## src/psa_pkg.sv

```systemverilog
`timescale 1ns / 1ps
// psa_pkg: shared types and constants for the saturation adjust pipeline.
// No dependencies.
package psa_pkg;

    localparam int PIX_W  = 8;
    localparam int STR_W  = 10;
    localparam int REM_W  = 19;
    localparam int DV_W   = 10;
    localparam int Q_W    = 9;
    localparam int NCELL  = Q_W;

    typedef logic [PIX_W-1:0] t_pix;

    typedef struct packed {
        logic                   valid;
        logic                   gray;
        logic [2:0][PIX_W-1:0]  pix;
        logic [2:0]             neg;
        logic [2:0][REM_W-1:0]  rem;
        logic [DV_W-1:0]        dv;
        logic [2:0][Q_W-1:0]    q;
    } t_cell;

endpackage

```

## src/pixel_saturation_adjust_core.sv

```systemverilog
`timescale 1ns / 1ps
// pixel_saturation_adjust_core: top level, strength register, divide chain, output.
// Depends on psa_pkg, psa_front, psa_cell.
//
// Usage:
//   Pixels enter on i_in_valid / o_in_ready with i_red_in, i_green_in, i_blue_in;
//   adjusted pixels leave on o_out_valid / i_out_ready. One beat per cycle is
//   taken and delivered when the receiver keeps up.
//   From input beat to output valid a pixel passes three front stages
//   (statistics, products, numerator), nine divide cells each resolving one
//   quotient bit (the top bit flags saturation), then the output register.
//   Throughput is one pixel per clock when not stalled; the divide spans the cell row.
//   When the receiver stalls the whole pipeline holds and o_in_ready drops
//   until the output register is emptied.
//   Strength is written via i_cfg_wr_en / i_cfg_wr_data, taken at the next
//   edge; write it only when the pipeline is empty.
//   Synchronous reset clears all valid flags and sets strength to zero.
module pixel_saturation_adjust_core
    import psa_pkg::*;
(
    input  logic             i_clk,
    input  logic             i_rst_n,
    input  logic             i_cfg_wr_en,
    input  logic [STR_W-1:0] i_cfg_wr_data,
    input  logic             i_in_valid,
    output logic             o_in_ready,
    input  logic [PIX_W-1:0] i_red_in,
    input  logic [PIX_W-1:0] i_green_in,
    input  logic [PIX_W-1:0] i_blue_in,
    output logic             o_out_valid,
    input  logic             i_out_ready,
    output logic [PIX_W-1:0] o_red_out,
    output logic [PIX_W-1:0] o_green_out,
    output logic [PIX_W-1:0] o_blue_out
);

    logic [STR_W-1:0]      r_strength;
    logic                  en;
    logic [2:0][PIX_W-1:0] pix_in;
    t_cell                 w_chain [NCELL+1];
    t_cell                 w_last;
    logic [2:0][PIX_W-1:0] n_pix, r_pix;
    logic                  r_out_valid;

    always_ff @(posedge i_clk) begin
        if (!i_rst_n) begin
            r_strength <= '0;
        end else if (i_cfg_wr_en) begin
            r_strength <= i_cfg_wr_data;
        end
    end

    assign en         = !r_out_valid || i_out_ready;
    assign o_in_ready = en;
    assign pix_in     = {i_blue_in, i_green_in, i_red_in};

    psa_front u_front (
        .i_clk      (i_clk),
        .i_rst_n    (i_rst_n),
        .i_en       (en),
        .i_valid    (i_in_valid),
        .i_pix      (pix_in),
        .i_strength (r_strength),
        .o_cell     (w_chain[0])
    );

    for (genvar g = 0; g < NCELL; g++) begin : g_cell
        psa_cell #(.SHIFT(NCELL - 1 - g)) u_cell (
            .i_clk   (i_clk),
            .i_rst_n (i_rst_n),
            .i_en    (en),
            .i_cell  (w_chain[g]),
            .o_cell  (w_chain[g+1])
        );
    end

    assign w_last = w_chain[NCELL];

    always_comb begin
        for (int k = 0; k < 3; k++) begin
            if (w_last.gray) begin
                n_pix[k] = w_last.pix[k];
            end else if (w_last.neg[k]) begin
                n_pix[k] = '0;
            end else if (w_last.q[k][Q_W-1]) begin
                n_pix[k] = '1;
            end else begin
                n_pix[k] = w_last.q[k][PIX_W-1:0];
            end
        end
    end

    always_ff @(posedge i_clk) begin
        if (!i_rst_n) begin
            r_out_valid <= 1'b0;
        end else if (en) begin
            r_out_valid <= w_last.valid;
        end
        if (en) begin
            r_pix <= n_pix;
        end
    end

    assign o_out_valid = r_out_valid;
    assign o_red_out   = r_pix[0];
    assign o_green_out = r_pix[1];
    assign o_blue_out  = r_pix[2];

    a_cfg_write: assert property (@(posedge i_clk) disable iff (!i_rst_n)
        i_cfg_wr_en |=> r_strength == $past(i_cfg_wr_data))
        else $error("strength register missed a write");

    a_chain_hold: assert property (@(posedge i_clk) disable iff (!i_rst_n)
        !o_in_ready |=> $stable(w_last))
        else $error("divide chain moved during stall");

    a_neg_zero: assert property (@(posedge i_clk) disable iff (!i_rst_n)
        (en && w_last.valid && !w_last.gray && w_last.neg == 3'b111)
        |=> (o_red_out == '0 && o_green_out == '0 && o_blue_out == '0))
        else $error("negative numerator not clamped to zero");

endmodule

```

## src/psa_front.sv

```systemverilog
`timescale 1ns / 1ps
// psa_front: channel statistics, coefficient select and numerator build.
// Depends on psa_pkg.
module psa_front
    import psa_pkg::*;
(
    input  logic                    i_clk,
    input  logic                    i_rst_n,
    input  logic                    i_en,
    input  logic                    i_valid,
    input  logic [2:0][PIX_W-1:0]   i_pix,
    input  logic [STR_W-1:0]        i_strength,
    output t_cell                   o_cell
);

    // stage 1
    logic [7:0]  mx, mn, d, den;
    logic [8:0]  sm;
    logic [16:0] sden;
    logic [17:0] lhs, rhs;
    logic        mode_a, s_neg;
    logic [9:0]  k1, dv;
    logic signed [9:0] k2;

    logic              r1_valid, r1_gray, r1_sneg;
    logic [2:0][7:0]   r1_pix;
    logic [8:0]        r1_sm;
    logic [9:0]        r1_k1, r1_dv;
    logic signed [9:0] r1_k2;

    always_comb begin
        mx = i_pix[0];
        mn = i_pix[0];
        for (int k = 1; k < 3; k++) begin
            if (i_pix[k] > mx) mx = i_pix[k];
            if (i_pix[k] < mn) mn = i_pix[k];
        end
        d    = mx - mn;
        sm   = {1'b0, mx} + {1'b0, mn};
        den  = (sm < 9'd255) ? sm[7:0] : 8'(9'd510 - sm);
        s_neg = i_strength[STR_W-1];
        sden = 17'(i_strength[8:0]) * 17'(den);
        lhs  = 18'(sden) + {2'b0, d, 8'b0};
        rhs  = {2'b0, den, 8'b0};
        mode_a = lhs >= rhs;
        if (s_neg) begin
            k1 = '0;
            k2 = $signed(i_strength) + 10'sd256;
            dv = 10'd512;
        end else if (mode_a) begin
            k1 = {1'b0, d, 1'b0};
            k2 = $signed({2'b0, 8'(den - d)});
            dv = {1'b0, d, 1'b0};
        end else begin
            k1 = 10'd512 - {1'b0, i_strength[7:0], 1'b0};
            k2 = $signed({2'b0, i_strength[7:0]});
            dv = k1;
        end
    end

    always_ff @(posedge i_clk) begin
        if (!i_rst_n) begin
            r1_valid <= 1'b0;
        end else if (i_en) begin
            r1_valid <= i_valid;
        end
        if (i_en) begin
            r1_gray <= (d == 8'd0);
            r1_sneg <= s_neg;
            r1_pix  <= i_pix;
            r1_sm   <= sm;
            r1_k1   <= k1;
            r1_k2   <= k2;
            r1_dv   <= dv;
        end
    end

    // stage 2: products
    logic signed [10:0] off2 [3];
    logic [2:0][17:0]   base;
    logic signed [20:0] prod [3];

    logic              r2_valid, r2_gray;
    logic [2:0][7:0]   r2_pix;
    logic [9:0]        r2_dv;
    logic [2:0][17:0]  r2_base;
    logic signed [20:0] r2_prod [3];

    always_comb begin
        for (int k = 0; k < 3; k++) begin
            off2[k] = $signed({2'b0, r1_pix[k], 1'b0}) - $signed({2'b0, r1_sm});
            base[k] = r1_sneg ? {1'b0, r1_sm, 8'b0} : 18'(r1_k1) * 18'(r1_pix[k]);
            prod[k] = off2[k] * r1_k2;
        end
    end

    always_ff @(posedge i_clk) begin
        if (!i_rst_n) begin
            r2_valid <= 1'b0;
        end else if (i_en) begin
            r2_valid <= r1_valid;
        end
        if (i_en) begin
            r2_gray <= r1_gray;
            r2_pix  <= r1_pix;
            r2_dv   <= r1_dv;
            r2_base <= base;
            for (int k = 0; k < 3; k++) r2_prod[k] <= prod[k];
        end
    end

    // stage 3: numerator, sign split
    logic signed [21:0] num [3];
    t_cell              n_cell, r_cell;

    always_comb begin
        n_cell       = '0;
        n_cell.valid = r2_valid;
        n_cell.gray  = r2_gray;
        n_cell.pix   = r2_pix;
        n_cell.dv    = r2_dv;
        for (int k = 0; k < 3; k++) begin
            num[k] = $signed({4'b0, r2_base[k]}) + 22'(r2_prod[k]);
            n_cell.neg[k] = num[k][21];
            n_cell.rem[k] = num[k][21] ? '0 : num[k][REM_W-1:0];
        end
    end

    always_ff @(posedge i_clk) begin
        if (!i_rst_n) begin
            r_cell <= '0;
        end else if (i_en) begin
            r_cell <= n_cell;
        end
    end

    assign o_cell = r_cell;

endmodule

```

## src/psa_cell.sv

```systemverilog
`timescale 1ns / 1ps
// psa_cell: one quotient bit of the restoring divide, for all three channels.
// Depends on psa_pkg.
module psa_cell
    import psa_pkg::*;
#(
    parameter int SHIFT = 0
)
(
    input  logic  i_clk,
    input  logic  i_rst_n,
    input  logic  i_en,
    input  t_cell i_cell,
    output t_cell o_cell
);

    logic [REM_W-1:0] sub;
    t_cell            n_cell, r_cell;

    always_comb begin
        n_cell = i_cell;
        sub    = REM_W'(i_cell.dv) << SHIFT;
        for (int k = 0; k < 3; k++) begin
            if (i_cell.rem[k] >= sub) begin
                n_cell.rem[k] = i_cell.rem[k] - sub;
                n_cell.q[k]   = {i_cell.q[k][Q_W-2:0], 1'b1};
            end else begin
                n_cell.q[k]   = {i_cell.q[k][Q_W-2:0], 1'b0};
            end
        end
    end

    always_ff @(posedge i_clk) begin
        if (!i_rst_n) begin
            r_cell <= '0;
        end else if (i_en) begin
            r_cell <= n_cell;
        end
    end

    assign o_cell = r_cell;

endmodule
```

## config.mk

```make
export PLATFORM = sky130hd
export DESIGN_NAME = pixel_saturation_adjust_core
export DESIGN_NICKNAME = d
export VERILOG_FILES = /design/src/psa_pkg.sv /design/src/pixel_saturation_adjust_core.sv /design/src/psa_front.sv /design/src/psa_cell.sv
export SDC_FILE = /design/constraint.sdc
export NUM_CORES = 2
export LEC_CHECK = 0
export BUFFER_PORTS_ARGS = -buffer_cell sky130_fd_sc_hd__buf_2
export CAP_MARGIN = 15
export CORE_ASPECT_RATIO = 0.8
export CORE_MARGIN = 2
export CORE_UTILIZATION = 45
export DETAILED_ROUTE_END_ITERATION = 16
export PLACE_DENSITY = 0.72
export RECOVER_POWER = 100
export SLEW_MARGIN = 5
export SYNTH_ARGS = -nofsm -noshare
export SYNTH_HDL_FRONTEND = slang
export SYNTH_SLANG_ARGS = --single-unit
```

## constraint.sdc

```tcl
create_clock -name i_clk -period 18.4 [get_ports i_clk]
set_input_delay 1.84 -clock i_clk [delete_from_list [all_inputs] [get_ports i_clk]]
set_output_delay 1.84 -clock i_clk [all_outputs]
set_load 0.01 [all_outputs]
```

==> impl_metrics.json <==
{
  "synth_area_leaders": "dfxtp_1, fa_1, ha_1",
  "rows": 140,
  "crit_path_top_delay_cell": "o41ai_1",
  "multi_input_area_sq_um": 50200,
  "ys_ff_latch": 1254,
  "start_util_pct": 45.2,
  "synthFlopType": "dfxtp_1",
  "yosysMostFrequentCell": "nand2_1",
  "skew_ns": 0.0414,
  "place_hpwl_um": 165000,
  "cts_buffer_depth": 3,
  "grt_max_degree": 212,
  "fp.dieArea_sq_um": 186000,
  "drc_errors": 0,
  "hold_path.startpoint": "g_cell[3].u_cell.o_cell[122]",
  "yosys.area_share.simple_pct": 18.1,
  "wirelength_um": 225000,
  "setup-tns-final_ns": 0,
  "regToRegSetupSlack_ns": 6.15,
  "synth_edf_count": 222,
  "violations": "max-capacitance violations, max-slew violations",
  "drive_gt1_share_pct": 3.59,
  "r2r_end": "g_cell[3].u_cell.o_cell[71]",
  "grt_first_pass_wirelength_um": 358000,
  "cts_tree": "built",
  "worst-path-buf-inv": 6,
  "hold_path_class": "reg -> reg",
  "insertion_delay_ns": 0.78,
  "dr.pass1.iters": 6,
  "synth_compound_area_share_pct": 15.5,
  "ctsResizeCount": 0,
  "startpoint": "i_red_in[3]",
  "clockRootBuffer": "clkbuf_16",
  "holdPathEnd": "g_cell[4].u_cell.o_cell[122]",
  "io_buffer_count": 64,
  "hold_buffers": 0,
  "finalCritPeriodShare_pct": 85.9,
  "critPathTopFamily": "compound AO/OA/AOI/OAI gates",
  "synth_cell_types": 97,
  "cp-start-kind": "primary input",
  "worstMarginPinSlew_ns": 10.13,
  "yosysWarnings": 0,
  "syn-num-nets": 10900,
  "gr-total-overflow": 0,
  "drv_slew": 2619,
  "max_stage_delay_ns": 0.79,
  "h-tree-depth": 4,
  "cts_sinks": 1254,
  "avgRoutedWirePerCell_um": 18.8,
  "post_cts_buffers": 0,
  "die_h_um": 386,
  "cp.required_ns": 18.91,
  "dp.cells": 11700,
  "rsz0062_at_grt": "false",
  "regArea_sq_um": 27300,
  "cp.arrival_ns": 16.31,
  "yosysSeqAreaShare_pct": 33.3,
  "path_class": "in -> reg",
  "synth_top_family_by_area": "adder cells",
  "drtIter0Drc": 6374,
  "maxCapViolCount": 35,
  "io_pins": 65,
  "antenna_found_initial": 14,
  "rr_worst_depth": 9,
  "yosys-top-cells-count": "nand2_1, a21oi_1, dfxtp_1, inv_1, ha_1",
  "die_x_um": 482,
  "nNetsFinal": 10700,
  "place.gp.congestion": 0.925,
  "hold_viol": 0,
  "track_usage_pct": 24.0,
  "setup_violations": 0,
  "synthDominantCellAreaShare_pct": 25.1,
  "syn_avg_cell_area_sq_um": 8.51,
  "synth_fa_ha_area_share_pct": 22.0,
  "fill_cells": 17100,
  "area_growth_pct": 8.00,
  "fin_crit_ns": 15.80,
  "cp_max_fo": 15,
  "viasPerCell": 5.62,
  "cp-end-kind": "flip-flop",
  "cts_inserted_buffers": 136,
  "r2r-start": "o_out_valid",
  "muxShareOfSynthArea_pct": 1.33,
  "netlist_area_sq_um": 82200,
  "grt_pass1_vias": 64700,
  "outcome": "complete, but fails checks",
  "final_cells": 12000,
  "synthXorXnorAreaFrac_pct": 4.08,
  "max_freq_ghz": 0.0633,
  "synth_top_area_cell": "dfxtp_1",
  "core_area_sq_um": 182000,
  "holdPathStages": 2,
  "slew_headroom_pct": -575,
  "num_vias": 67400,
  "drtAntennaViolNets": 0,
  "synthesis.instances": 9660,
  "path_clk_slew_ns": 0.06,
  "async_reset_ff_share_pct": 0
}
how the worst max path moves through the flow:
stage / cells past startpoint / endpoint
floorplan: 54 / u_front.r1_k2[2]
finish: 51 / u_front.r1_k2[6]
global route: 47 / u_front.r1_k2[5]
detailed placement: 51 / u_front.r1_k2[5]
global placement: 51 / u_front.r1_k2[2]
CTS: 51 / u_front.r1_k2[6]
registers in the layout, indices dropped and copies added (netlist names), 9 cells and up:
register,cells
u_front.r2_prod,58
g_cell.u_cell.o_cell,924
u_front.r1_k2,10
r_strength,10
u_front.o_cell,95
u_front.n_cell,24
u_front.r1_sm,9
u_front.r2_dv,9
u_front.r1_pix,24
u_front.r2_base,51
u_front.r1_dv,9
layout make-up:
class	count	area share, %
tap	2414	3.40
clock inverter	54	0.705
timing repair buffer	150	0.904
clock buffer	197	4.48
inverter	750	3.18
multi-input combinational	7179	56.5
antenna	2	0.00564
sequential	1254	30.8
cell families (layout without fill, tap and decap cells):
family,Yosys count,in the layout
multiplexers,105,105
other,0,2
XOR/XNOR,380,380
AO/OA/AOI/OAI,2206,2206
flip-flops,1254,1254
adder cells (fa/ha/maj),1156,1156
AND/OR/NAND/NOR,3332,3332
buffers and inverters,1227,1151
layer usage:
layer	part of all wire [%]	GRT usage [%]
met2	42	35.6
met5	0.0076	0
met3	7.7	3.64
met4	1.9	5.38
met1	48	36.4
tightest hold or removal path, delay by kind of cell (launching register included):
family           cells  cell delay [ns]
AND/OR/NAND/NOR      1             0.05
AO/OA/AOI/OAI        1             0.05
flip-flops           1             0.31
cell usage in the layout (no fill, tap or decap), types with 31 or more instances in the layout:
| master | instances |
|---|---|
| xor2_1 | 145 |
| dfxtp_1 | 1032 |
| o31ai_1 | 32 |
| mux2i_1 | 89 |
| and2_1 | 241 |
| a211oi_1 | 131 |
| a31oi_1 | 41 |
| nand2_1 | 1885 |
| fa_1 | 482 |
| buf_4 | 39 |
| inv_1 | 746 |
| ha_1 | 674 |
| o21ai_0 | 510 |
| a21boi_0 | 31 |
| edfxtp_1 | 222 |
| nor3_1 | 133 |
| clkbuf_16 | 141 |
| a21o_1 | 89 |
| nor2_1 | 475 |
| nand2b_1 | 84 |
| nor4_1 | 65 |
| clkbuf_1 | 123 |
| nand3_1 | 94 |
| o21bai_1 | 32 |
| o21a_1 | 34 |
| a21oi_1 | 1125 |
| nor2b_1 | 114 |
| xnor2_1 | 233 |
| or3_1 | 38 |
| nand4_1 | 50 |
metrics by stage:
stage	utilization (%)	hold WS [ns]	setup WS, ns	cell area [sq um]
finish	48.9	0.444	2.60	88700
global route	48.9	0.461	1.31	88700
CTS	49.0	0.451	3.29	89000
detailed placement	46.5	0.443	2.55	84400
global placement	46.4	0.439	2.58	84400
floorplan	-	0.400	5.01	82200
Power is not shown: default switching activity piles up to over one toggle a cycle in this logic, so the estimate is an artifact.
